===== config.mk =====
export PLATFORM = sky130hd
export DESIGN_NAME = hilbert_envelope_detector
export DESIGN_NICKNAME = d
export VERILOG_FILES = /design/src/rtl/core/hed_pkg.sv /design/src/rtl/core/hed_front.sv /design/src/rtl/core/hed_queue.sv /design/src/rtl/core/hed_back.sv /design/src/rtl/core/hilbert_envelope_detector.sv
export SDC_FILE = /design/constraint.sdc
export NUM_CORES = 2
export LEC_CHECK = 0
export BUFFER_PORTS_ARGS = -buffer_cell sky130_fd_sc_hd__clkbuf_2
export CORE_MARGIN = 3
export CORE_UTILIZATION = 45
export DETAILED_ROUTE_END_ITERATION = 12
export GPL_ROUTABILITY_DRIVEN = 0
export MAX_ROUTING_LAYER = met4
export SYNTH_ARGS = -nofsm -noshare
export SYNTH_HDL_FRONTEND = slang
export SYNTH_SLANG_ARGS = --single-unit

===== constraint.sdc =====
create_clock -name clk -period 14.7 [get_ports clk]
set_clock_uncertainty 0.2 [all_clocks]
set_input_delay 3.675 -clock clk [delete_from_list [all_inputs] [get_ports clk]]
set_output_delay 3.675 -clock clk [all_outputs]
set_load 0.05 [all_outputs]

===== src/rtl/core/hed_pkg.sv =====
// ----------------------------------------------------------------------------
// hed_pkg
// Types and fixed constants shared by the Hilbert envelope detector modules.
// ----------------------------------------------------------------------------
package hed_pkg;

    // Sample window and Hilbert FIR
    localparam int SAMPLE_BITS = 16;
    localparam int WIN_LEN     = 9;
    localparam int FILL_BITS   = 4;
    localparam int HIL_FRAC    = 14;
    localparam int TAP_BITS    = 16;
    localparam logic signed [TAP_BITS-1:0] TAP_OUTER = 16'sd6072;
    localparam logic signed [TAP_BITS-1:0] TAP_INNER = 16'sd10463;
    localparam int HSUM_BITS   = SAMPLE_BITS + 16;
    localparam int Q_BITS      = SAMPLE_BITS + 2;

    // Magnitude: sum of squares and its integer root
    localparam int SUMSQ_BITS  = 2 * Q_BITS;
    localparam int MAG_BITS    = Q_BITS;
    localparam int ROOT_STEPS  = SUMSQ_BITS / 2;

    // Biquad arithmetic
    localparam int STATE_BITS  = 40;
    localparam int SUM_BITS    = STATE_BITS + 2;
    localparam int CHUNK_BITS  = 21;
    localparam int OPND_BITS   = CHUNK_BITS + 1;
    localparam int COEF_BITS   = 22;
    localparam int PROD_BITS   = COEF_BITS + OPND_BITS;
    localparam int ACC_BITS    = 64;
    localparam int COEF_FRAC   = 20;
    localparam logic signed [COEF_BITS-1:0] COEF_A1 = -22'sd1911234;
    localparam logic signed [COEF_BITS-1:0] COEF_A2 = 22'sd877849;
    localparam logic signed [COEF_BITS-1:0] COEF_G  = 22'sd3798;

    // Output
    localparam int ENV_BITS    = 17;

    // Queue between front and back
    localparam int QUEUE_DEPTH = 4;
    localparam int QPTR_BITS   = 2;
    localparam int QCNT_BITS   = 3;

    typedef struct packed {
        logic signed [SAMPLE_BITS-1:0] rf_sample;
        logic                          line_start;
    } rf_beat_t;

    typedef struct packed {
        logic [ENV_BITS-1:0] envelope;
        logic                first_of_line;
    } env_beat_t;

    typedef struct packed {
        logic [SUMSQ_BITS-1:0] sumsq;
        logic                  first;
    } sq_item_t;

    typedef struct packed {
        logic [QCNT_BITS-1:0] level;
        logic                 empty;
        logic                 full;
    } queue_stat_t;

endpackage


===== src/rtl/core/hed_front.sv =====
// ----------------------------------------------------------------------------
// hed_front
// Accepts RF beats, keeps the 9-sample window, computes the Hilbert
// quadrature term and the sum of squares in a 3-stage pipeline and pushes
// one item per full window into the queue.
// ----------------------------------------------------------------------------
module hed_front (
    input  logic                 clk,
    input  logic                 rst_n,
    input  logic                 rf_valid,
    output logic                 rf_ready,
    input  hed_pkg::rf_beat_t    rf_beat,
    input  hed_pkg::queue_stat_t q_stat,
    output logic                 push,
    output hed_pkg::sq_item_t    push_item
);

    localparam int S  = hed_pkg::SAMPLE_BITS;
    localparam int HW = hed_pkg::HSUM_BITS;
    localparam int QW = hed_pkg::Q_BITS;
    localparam int SW = hed_pkg::SUMSQ_BITS;

    logic signed [S-1:0]  win_reg [hed_pkg::WIN_LEN];
    logic                 mark_reg [hed_pkg::WIN_LEN];
    logic [hed_pkg::FILL_BITS-1:0] fill_reg;

    logic accept;
    logic full_after;
    logic [hed_pkg::QCNT_BITS-1:0] credit_sum;

    // pipeline registers
    logic                 s1_valid_reg, s2_valid_reg, s3_valid_reg;
    logic signed [HW-1:0] p_outer_reg, p_inner_reg;
    logic signed [S-1:0]  s1_i_reg, s2_i_reg;
    logic                 s1_first_reg, s2_first_reg, s3_first_reg;
    logic signed [QW-1:0] q_reg;
    logic [SW-1:0]        q2_reg, i2_reg;

    logic signed [HW-1:0] d_outer, d_inner, p_outer_next, p_inner_next;
    logic signed [HW-1:0] hsum, hround;
    logic signed [2*QW-1:0] q_sq;
    logic signed [2*S-1:0]  i_sq;

    // credit check: items in flight plus queued never exceed the queue depth
    assign credit_sum = q_stat.level + hed_pkg::QCNT_BITS'(s1_valid_reg)
                      + hed_pkg::QCNT_BITS'(s2_valid_reg)
                      + hed_pkg::QCNT_BITS'(s3_valid_reg);
    assign rf_ready   = credit_sum < hed_pkg::QCNT_BITS'(hed_pkg::QUEUE_DEPTH);
    assign accept     = rf_valid && rf_ready;
    assign full_after = fill_reg >= hed_pkg::FILL_BITS'(hed_pkg::WIN_LEN - 1);

    // window shift line
    always_ff @(posedge clk)
    begin
        if (accept)
        begin
            for (int k = 0; k < hed_pkg::WIN_LEN - 1; k++)
            begin
                win_reg[k]  <= win_reg[k+1];
                mark_reg[k] <= mark_reg[k+1];
            end
            win_reg[hed_pkg::WIN_LEN-1]  <= rf_beat.rf_sample;
            mark_reg[hed_pkg::WIN_LEN-1] <= rf_beat.line_start;
        end
    end

    // fill count, saturates at one less than the window length
    always_ff @(posedge clk or negedge rst_n)
    begin
        if (!rst_n)
        begin
            fill_reg <= '0;
        end
        else if (accept && !full_after)
        begin
            fill_reg <= fill_reg + 1'b1;
        end
    end

    // stage 1 taps, read from the window as it stands before this shift
    assign d_outer      = HW'(win_reg[2]) - HW'(win_reg[8]);
    assign d_inner      = HW'(win_reg[4]) - HW'(win_reg[6]);
    assign p_outer_next = HW'(hed_pkg::TAP_OUTER) * d_outer;
    assign p_inner_next = HW'(hed_pkg::TAP_INNER) * d_inner;

    // stage 2: tap sum, round half up
    assign hsum   = p_outer_reg + p_inner_reg;
    assign hround = (hsum + (HW'(1) <<< (hed_pkg::HIL_FRAC - 1))) >>> hed_pkg::HIL_FRAC;

    // stage 3: squares
    assign q_sq = q_reg * q_reg;
    assign i_sq = s2_i_reg * s2_i_reg;

    always_ff @(posedge clk)
    begin
        p_outer_reg  <= p_outer_next;
        p_inner_reg  <= p_inner_next;
        s1_i_reg     <= win_reg[5];
        s1_first_reg <= mark_reg[1];
        q_reg        <= QW'(hround);
        s2_i_reg     <= s1_i_reg;
        s2_first_reg <= s1_first_reg;
        q2_reg       <= SW'($unsigned(q_sq));
        i2_reg       <= SW'($unsigned(i_sq));
        s3_first_reg <= s2_first_reg;
    end

    always_ff @(posedge clk or negedge rst_n)
    begin
        if (!rst_n)
        begin
            s1_valid_reg <= 1'b0;
            s2_valid_reg <= 1'b0;
            s3_valid_reg <= 1'b0;
        end
        else
        begin
            s1_valid_reg <= accept && full_after;
            s2_valid_reg <= s1_valid_reg;
            s3_valid_reg <= s2_valid_reg;
        end
    end

    // final add feeds the queue directly
    assign push            = s3_valid_reg;
    assign push_item.sumsq = q2_reg + i2_reg;
    assign push_item.first = s3_first_reg;

endmodule


===== src/rtl/core/hed_queue.sv =====
// ----------------------------------------------------------------------------
// hed_queue
// Short FIFO of sum-of-squares items between the front and the back.
// ----------------------------------------------------------------------------
module hed_queue (
    input  logic                 clk,
    input  logic                 rst_n,
    input  logic                 push,
    input  hed_pkg::sq_item_t    push_item,
    input  logic                 pop,
    output hed_pkg::sq_item_t    head_item,
    output hed_pkg::queue_stat_t q_stat
);

    hed_pkg::sq_item_t mem [hed_pkg::QUEUE_DEPTH];

    logic [hed_pkg::QPTR_BITS-1:0] wr_ptr_reg, rd_ptr_reg;
    logic [hed_pkg::QCNT_BITS-1:0] level_reg;

    // storage
    always_ff @(posedge clk)
    begin
        if (push)
        begin
            mem[wr_ptr_reg] <= push_item;
        end
    end

    // pointers and fill level
    always_ff @(posedge clk or negedge rst_n)
    begin
        if (!rst_n)
        begin
            wr_ptr_reg <= '0;
            rd_ptr_reg <= '0;
            level_reg  <= '0;
        end
        else
        begin
            if (push)
            begin
                wr_ptr_reg <= wr_ptr_reg + 1'b1;
            end
            if (pop)
            begin
                rd_ptr_reg <= rd_ptr_reg + 1'b1;
            end
            if (push && !pop)
            begin
                level_reg <= level_reg + 1'b1;
            end
            else if (pop && !push)
            begin
                level_reg <= level_reg - 1'b1;
            end
        end
    end

    assign head_item    = mem[rd_ptr_reg];
    assign q_stat.level = level_reg;
    assign q_stat.empty = level_reg == '0;
    assign q_stat.full  = level_reg == hed_pkg::QCNT_BITS'(hed_pkg::QUEUE_DEPTH);

endmodule


===== src/rtl/core/hed_back.sv =====
// ----------------------------------------------------------------------------
// hed_back
// Pops queued items, takes the integer square root one result bit per
// cycle, runs the line-cleared biquad on a shared 22x22 multiplier over
// chunked operands and holds the result in the output register.
// ----------------------------------------------------------------------------
module hed_back #(
    parameter int STATE_FRAC_BITS = 14
) (
    input  logic                 clk,
    input  logic                 rst_n,
    input  hed_pkg::sq_item_t    head_item,
    input  hed_pkg::queue_stat_t q_stat,
    output logic                 pop,
    output logic                 env_valid,
    input  logic                 env_ready,
    output hed_pkg::env_beat_t   env_beat
);

    localparam int MW    = hed_pkg::MAG_BITS;
    localparam int SQW   = hed_pkg::SUMSQ_BITS;
    localparam int REM_W = MW + 3;
    localparam int CNT_W = $clog2(hed_pkg::ROOT_STEPS);
    localparam int AW    = hed_pkg::ACC_BITS;
    localparam int STW   = hed_pkg::STATE_BITS;
    localparam int SUMW  = hed_pkg::SUM_BITS;
    localparam int CK    = hed_pkg::CHUNK_BITS;
    localparam int X_W   = MW + STATE_FRAC_BITS;
    localparam int FB_W  = AW - hed_pkg::COEF_FRAC + 2;
    localparam int DIFF_W = (X_W + 2 > FB_W) ? X_W + 2 : FB_W;
    localparam int Y_SH  = hed_pkg::COEF_FRAC + STATE_FRAC_BITS;

    // sequencer states
    localparam logic [2:0] ST_IDLE   = 3'd0;
    localparam logic [2:0] ST_ROOT   = 3'd1;
    localparam logic [2:0] ST_FB     = 3'd2;
    localparam logic [2:0] ST_FB_ADD = 3'd3;
    localparam logic [2:0] ST_W0     = 3'd4;
    localparam logic [2:0] ST_GS     = 3'd5;
    localparam logic [2:0] ST_GS_ADD = 3'd6;
    localparam logic [2:0] ST_OUT    = 3'd7;

    logic [2:0]       state_reg;
    logic [CNT_W-1:0] cnt_reg;
    logic [1:0]       step_reg;
    logic             first_reg;

    logic [SQW-1:0]   rad_reg;
    logic [REM_W-1:0] rem_reg;
    logic [MW-1:0]    root_reg;

    logic signed [STW-1:0]  d1_reg, d2_reg;
    logic signed [SUMW-1:0] sum_reg;
    logic signed [hed_pkg::PROD_BITS-1:0] prod_reg;
    logic             sh_reg;
    logic signed [AW-1:0] acc_reg;

    logic               env_valid_reg;
    hed_pkg::env_beat_t env_beat_reg;

    // root step
    logic [REM_W-1:0] rem_shift, trial, rem_next;
    logic [MW-1:0]    root_next;

    assign rem_shift = {rem_reg[REM_W-3:0], rad_reg[SQW-1 -: 2]};
    assign trial     = REM_W'({root_reg, 2'b01});

    always_comb
    begin
        if (rem_shift >= trial)
        begin
            rem_next  = rem_shift - trial;
            root_next = {root_reg[MW-2:0], 1'b1};
        end
        else
        begin
            rem_next  = rem_shift;
            root_next = {root_reg[MW-2:0], 1'b0};
        end
    end

    // multiplier operand select
    logic signed [SUMW-1:0] opnd_src;
    logic signed [hed_pkg::OPND_BITS-1:0] opnd_sel;
    logic signed [hed_pkg::COEF_BITS-1:0] coef_sel;
    logic signed [hed_pkg::PROD_BITS-1:0] prod_mul;
    logic signed [AW-1:0] prod_ext, acc_add;

    always_comb
    begin
        if (state_reg == ST_GS)
        begin
            opnd_src = sum_reg;
            coef_sel = hed_pkg::COEF_G;
        end
        else if (step_reg[1])
        begin
            opnd_src = SUMW'(d2_reg);
            coef_sel = hed_pkg::COEF_A2;
        end
        else
        begin
            opnd_src = SUMW'(d1_reg);
            coef_sel = hed_pkg::COEF_A1;
        end
        if (step_reg[0])
        begin
            opnd_sel = {opnd_src[SUMW-1], opnd_src[SUMW-1:CK]};
        end
        else
        begin
            opnd_sel = {1'b0, opnd_src[CK-1:0]};
        end
    end

    assign prod_mul = coef_sel * opnd_sel;
    assign prod_ext = AW'(prod_reg);
    assign acc_add  = acc_reg + (sh_reg ? (prod_ext <<< CK) : prod_ext);

    // new biquad state w0 = sat40(x - round(fb))
    logic signed [AW-1:0]     fb_round;
    logic signed [DIFF_W-1:0] x_ext, diff;
    logic signed [STW-1:0]    w0;
    logic [DIFF_W-STW:0]      diff_top;

    assign fb_round = (acc_reg + (AW'(1) <<< (hed_pkg::COEF_FRAC - 1))) >>> hed_pkg::COEF_FRAC;
    assign x_ext    = $signed(DIFF_W'(root_reg) << STATE_FRAC_BITS);
    assign diff     = x_ext - DIFF_W'(fb_round);
    assign diff_top = diff[DIFF_W-1:STW-1];

    always_comb
    begin
        if ((&diff_top) || !(|diff_top))
        begin
            w0 = STW'(diff);
        end
        else if (diff[DIFF_W-1])
        begin
            w0 = {1'b1, {(STW-1){1'b0}}};
        end
        else
        begin
            w0 = {1'b0, {(STW-1){1'b1}}};
        end
    end

    // output: round, clamp at zero, saturate
    logic signed [AW-1:0]         y_round;
    logic [hed_pkg::ENV_BITS-1:0] y_env;

    assign y_round = (acc_reg + (AW'(1) <<< (Y_SH - 1))) >>> Y_SH;

    always_comb
    begin
        if (y_round[AW-1])
        begin
            y_env = '0;
        end
        else if (|y_round[AW-1:hed_pkg::ENV_BITS])
        begin
            y_env = '1;
        end
        else
        begin
            y_env = y_round[hed_pkg::ENV_BITS-1:0];
        end
    end

    logic slot_free;
    assign slot_free = !env_valid_reg || env_ready;
    assign pop       = (state_reg == ST_IDLE) && !q_stat.empty;

    // datapath registers without reset
    always_ff @(posedge clk)
    begin
        unique case (state_reg)
            ST_IDLE:
            begin
                rad_reg   <= head_item.sumsq;
                first_reg <= head_item.first;
                rem_reg   <= '0;
                root_reg  <= '0;
            end
            ST_ROOT:
            begin
                rad_reg  <= rad_reg << 2;
                rem_reg  <= rem_next;
                root_reg <= root_next;
                acc_reg  <= '0;
                prod_reg <= '0;
            end
            ST_FB, ST_GS:
            begin
                acc_reg  <= acc_add;
                prod_reg <= prod_mul;
                sh_reg   <= step_reg[0];
            end
            ST_FB_ADD, ST_GS_ADD:
            begin
                acc_reg <= acc_add;
            end
            ST_W0:
            begin
                sum_reg  <= SUMW'(w0) + (SUMW'(d1_reg) <<< 1) + SUMW'(d2_reg);
                acc_reg  <= '0;
                prod_reg <= '0;
            end
            ST_OUT:
            begin
                if (slot_free)
                begin
                    env_beat_reg.envelope      <= y_env;
                    env_beat_reg.first_of_line <= first_reg;
                end
            end
            default:
            begin
            end
        endcase
    end

    // sequencer and biquad state
    always_ff @(posedge clk or negedge rst_n)
    begin
        if (!rst_n)
        begin
            state_reg     <= ST_IDLE;
            cnt_reg       <= '0;
            step_reg      <= '0;
            d1_reg        <= '0;
            d2_reg        <= '0;
            env_valid_reg <= 1'b0;
        end
        else
        begin
            // output valid: set on a new result, cleared once the beat is taken
            if ((state_reg == ST_OUT) && slot_free)
            begin
                env_valid_reg <= 1'b1;
            end
            else if (env_valid_reg && env_ready)
            begin
                env_valid_reg <= 1'b0;
            end
            unique case (state_reg)
                ST_IDLE:
                begin
                    cnt_reg <= '0;
                    if (pop)
                    begin
                        // line start clears the filter before this sample
                        if (head_item.first)
                        begin
                            d1_reg <= '0;
                            d2_reg <= '0;
                        end
                        state_reg <= ST_ROOT;
                    end
                end
                ST_ROOT:
                begin
                    cnt_reg <= cnt_reg + 1'b1;
                    if (cnt_reg == CNT_W'(hed_pkg::ROOT_STEPS - 1))
                    begin
                        step_reg  <= '0;
                        state_reg <= ST_FB;
                    end
                end
                ST_FB:
                begin
                    step_reg <= step_reg + 1'b1;
                    if (step_reg == 2'd3)
                    begin
                        state_reg <= ST_FB_ADD;
                    end
                end
                ST_FB_ADD:
                begin
                    state_reg <= ST_W0;
                end
                ST_W0:
                begin
                    d2_reg    <= d1_reg;
                    d1_reg    <= w0;
                    step_reg  <= '0;
                    state_reg <= ST_GS;
                end
                ST_GS:
                begin
                    step_reg <= step_reg + 1'b1;
                    if (step_reg[0])
                    begin
                        state_reg <= ST_GS_ADD;
                    end
                end
                ST_GS_ADD:
                begin
                    state_reg <= ST_OUT;
                end
                ST_OUT:
                begin
                    if (slot_free)
                    begin
                        state_reg <= ST_IDLE;
                    end
                end
                default:
                begin
                    state_reg <= ST_IDLE;
                end
            endcase
        end
    end

    assign env_valid = env_valid_reg;
    assign env_beat  = env_beat_reg;

endmodule


===== src/rtl/core/hilbert_envelope_detector.sv =====
// Path: 3 front stages into the queue, then the back-end sequencer runs from pop
// through root, feedback, new state and gain steps to the output register.
// Throughput: the back end pops only when idle; its 18-step square root (one result bit
// per cycle) and the six chunked biquad multiplies on its shared multiplier limit it;
// the front accepts beats every cycle until the 4-entry queue is committed.
// The first 8 beats after reset only fill the window and give no result.
// Reset: rst_n asynchronous, active low; clears fill count, queue, sequencer, filter.
// ----------------------------------------------------------------------------
// hilbert_envelope_detector
// Envelope detector: 9-tap Hilbert quadrature, magnitude by integer square
// root, low-pass biquad cleared at each line start, clamped 17-bit output.
// ----------------------------------------------------------------------------
module hilbert_envelope_detector #(
    parameter int STATE_FRAC_BITS = 14
) (
    input  logic               clk,
    input  logic               rst_n,
    input  logic               rf_valid,
    output logic               rf_ready,
    input  hed_pkg::rf_beat_t  rf_beat,
    output logic               env_valid,
    input  logic               env_ready,
    output hed_pkg::env_beat_t env_beat
);

    hed_pkg::queue_stat_t q_stat;
    hed_pkg::sq_item_t    push_item, head_item;
    logic                 push, pop;

    hed_front u_front (
        .clk       (clk),
        .rst_n     (rst_n),
        .rf_valid  (rf_valid),
        .rf_ready  (rf_ready),
        .rf_beat   (rf_beat),
        .q_stat    (q_stat),
        .push      (push),
        .push_item (push_item)
    );

    hed_queue u_queue (
        .clk       (clk),
        .rst_n     (rst_n),
        .push      (push),
        .push_item (push_item),
        .pop       (pop),
        .head_item (head_item),
        .q_stat    (q_stat)
    );

    hed_back #(
        .STATE_FRAC_BITS (STATE_FRAC_BITS)
    ) u_back (
        .clk       (clk),
        .rst_n     (rst_n),
        .head_item (head_item),
        .q_stat    (q_stat),
        .pop       (pop),
        .env_valid (env_valid),
        .env_ready (env_ready),
        .env_beat  (env_beat)
    );

    // front credit accounting must never overrun the queue
    a_no_push_full: assert property (@(posedge clk) disable iff (!rst_n)
        push |-> !q_stat.full)
        else $error("push into full queue");

    // back end pops only queued items
    a_no_pop_empty: assert property (@(posedge clk) disable iff (!rst_n)
        pop |-> !q_stat.empty)
        else $error("pop from empty queue");

    // a pop without a push lowers the level by exactly one
    a_level_pop: assert property (@(posedge clk) disable iff (!rst_n)
        (pop && !push) |=> (q_stat.level == $past(q_stat.level) - 1'b1))
        else $error("queue level mismatch after pop");

endmodule


==> results by group <==
Outcome
  • Status: completed

Logic synthesis
  • Post-Syn Area: 85600 sq um
  • Main synth FF type: edfxtp_1
  • EDFF count, synth: 511
  • Total number of yosys warnings: 0
  • Mapped Cells: 8268
  • Top cell type's share of synthesized area: 29.6%
  • Synthesis-stage register bit count: 793
  • Cells taking the most area after synthesis: fa_1 30%, edfxtp_1 18%, ha_1 12%
  • Area leader, netlist: fa_1
  • Net Count, Synth: 10400
  • Synth async-reset ratio: 13.2%
  • Sequential share of the synthesized area: 25.1%
  • Syn_area_per_cell: 10.4 sq um
  • Netlist cell types: 104

Floorplan
  • Core Area: 188000 sq um
  • Die extent in x: 442 um
  • Initial Utilization: 45.4%
  • Die Area: 196000 sq um
  • Die Y: 442 um
  • Num ports: 41
  • Row cnt: 159

Setup path
  • Worst reg2reg endpoint: u_back.prod_reg[40]
  • R2R setup slack: 3.71 ns
  • Levels on crit path: 30
  • FF-to-FF path depth: 30
  • CP Launch Type: flip-flop
  • Setup CP Type: flip-flop to flip-flop
  • CP max stage delay: 0.61 ns
  • Worst path arrival time: 11.21 ns
  • WP buf/inv: 6
  • Reg-to-Reg Start: u_back.state_reg[1]
  • Data required, critical path: 14.91 ns
  • Crit path launch: u_back.state_reg[1]
  • Worst setup EP type: flip-flop
  • Slowest CP cell: o311ai_0
  • Setup crit end: u_back.prod_reg[40]
  • Crit-path leading delay family: adder cells
  • Most frequent CP cell: fa_1
  • Crit Path Max Fanout: 48

Placement
  • HPWL after DPL: 171 mm
  • IO buf count: 40
  • Area of placed instances: 88700 sq um
  • Placed Instances: 10700

Cells and area
  • Layout cells sized above 1: 4.85%
  • Flip-flop count of the largest register after layout: 148
  • Area grow syn2layout: 7.20%
  • Layout Cells excl Fill: 10800
  • Leading cell type in the layout, fill and taps excluded: inv_1
  • Fin area: 91800 sq um
  • Number of fill cells in the layout: 17300
  • Final nets: 10400
  • Most frequent cells in the layout: 1785 x inv_1, 1267 x fa_1, 800 x ha_1, 590 x nand2_1, 511 x edfxtp_1

Routing
  • First-pass detailed-route iteration total: 6
  • Routed WL: 211 mm
  • Wire length per cell: 19.5 um
  • Remaining antenna violation count: 0
  • DRC errors left: 0
  • Vias: 56800
  • Post-DR vias/cell: 5.24
  • DRT iter0 DRCs: 3363

Global routing
  • Number of global-route vias before repair: 60900
  • Total gr overflow: 0
  • First-pass GRT wire length: 339 mm
  • Largest net degree at the start of global routing: 80
  • Initial antenna violation count: 1
  • Global-route usage over all layers: 22.7%

STA
  • Final setup viols: 0
  • Tmin final: 10.99 ns
  • Slew of the pin with the lowest slew margin: 1.08 ns
  • Post-Route Setup TNS: 0 ns
  • Worst hold slack: 0.125 ns
  • RSZ-0062 raised after global routing: false
  • Highest achievable clock rate: 91.0 MHz
  • Fin. max-slew vios: 0
  • Final Hold Fails: 0
  • Worst slew margin: 27.2%
  • Final period util: 74.8%

CTS
  • CTS buffer count: 87
  • Post-cts resize count: 0
  • CTS tree: done
  • Post-CTS Hold Fix Bufs: 0
  • Clk_lat worst skew: 0.71 ns
  • Post CTS Setup Buffer Count: 0
  • Max clock buf depth: 3
  • Clock root buffer: clkbuf_16
  • Sink Count: 793
  • H-tree depth: 3
  • Clock-pin slew on the worst setup and hold paths: 0.06 ns

Hold path
  • Hold WC Path Type: flip-flop to flip-flop
  • Min-delay src: u_front.s2_first_reg

Flow run
  • Max_cap viols: 0
## cell type report
cell class / instances / area (sq um) / area share [%]
Sequential cell: 793 / 21500 / 23.4
Timing Repair Buffer: 102 / 668 / 0.728
Multi-Input combinational cell: 5490 / 56700 / 61.7
Clock inverter: 51 / 648 / 0.706
Antenna cell: 3 / 7.51 / 0.00818
Tap cell: 2495 / 3120 / 3.40
Inverter: 1789 / 6720 / 7.32
Clock buffer: 113 / 2440 / 2.66
## cells in the mapped netlist (all sizes together) (77+ instances only)
| cell type | number |
|---|---|
| a21o | 112 |
| nor2b | 79 |
| xnor2 | 315 |
| a21oi | 339 |
| dfrtp | 105 |
| ha | 800 |
| edfxtp | 511 |
| o21ai | 226 |
| nand3 | 89 |
| nor2 | 474 |
| nand2 | 593 |
| xor2 | 150 |
| nor3 | 77 |
| and2 | 143 |
| inv | 1788 |
| fa | 1267 |
| dfxtp | 177 |
| clkbuf | 160 |
## layer usage
metal | GRT usage, % | part of all wire [%] | vias to the layer above
met5 | - | 0 | -
met4 | 8.28 | 4.3 | 0
met3 | 2.34 | 3.9 | 358
met2 | 39.2 | 51 | 1327
met1 | 27.7 | 41 | 28600
li1 | - | - | 26500
## worst register-to-register path: cells and delay by family, from the launching register on
family | cells | cell delay [ns]
adders and majority gates | 9 | 3.83
AOI/OAI and AO/OA | 9 | 3.06
buffers and inverters | 6 | 1.39
and+or+nand+nor | 4 | 1.12
muxes | 1 | 0.55
DFF | 1 | 0.41
xor gates and xnor gates | 1 | 0.16
## logic make-up after synthesis
logic type / after synthesis / share of synthesized area (%)
AO/OA/AOI/OAI: 1089 / 8.30
XOR/XNOR: 465 / 4.76
adder cells (fa/ha/maj): 2067 / 41.3
buffers and inverters: 1985 / 8.79
flip-flops: 793 / 25.1
multiplexers: 134 / 2.18
other: 1 / 0.00438
AND/OR/NAND/NOR: 1734 / 9.53
## metrics by stage
step	setup slack, ns	utilization, %
floorplan	5.62	-
global placement	4.07	47.1
detailed placement	3.90	47.1
CTS	3.85	48.7
global route	3.06	48.7
finish	3.71	48.7
## how the worst min path moves through the flow
stage                           end  slack, ns  cells past startpoint
6_report       u_front.s3_first_reg       0.13                      0
5_1_grt         u_front.s2_i_reg[9]       0.13                      0
4_1_cts        u_front.s3_first_reg       0.13                      0
3_5_place_dp   u_front.s2_i_reg[10]       0.11                      0
3_3_place_gp   u_front.s3_first_reg       0.11                      0
2_1_floorplan  u_front.s2_first_reg       0.11                      0
Power is not shown: default switching activity piles up to over one toggle a cycle in this logic, so the estimate is an artifact.
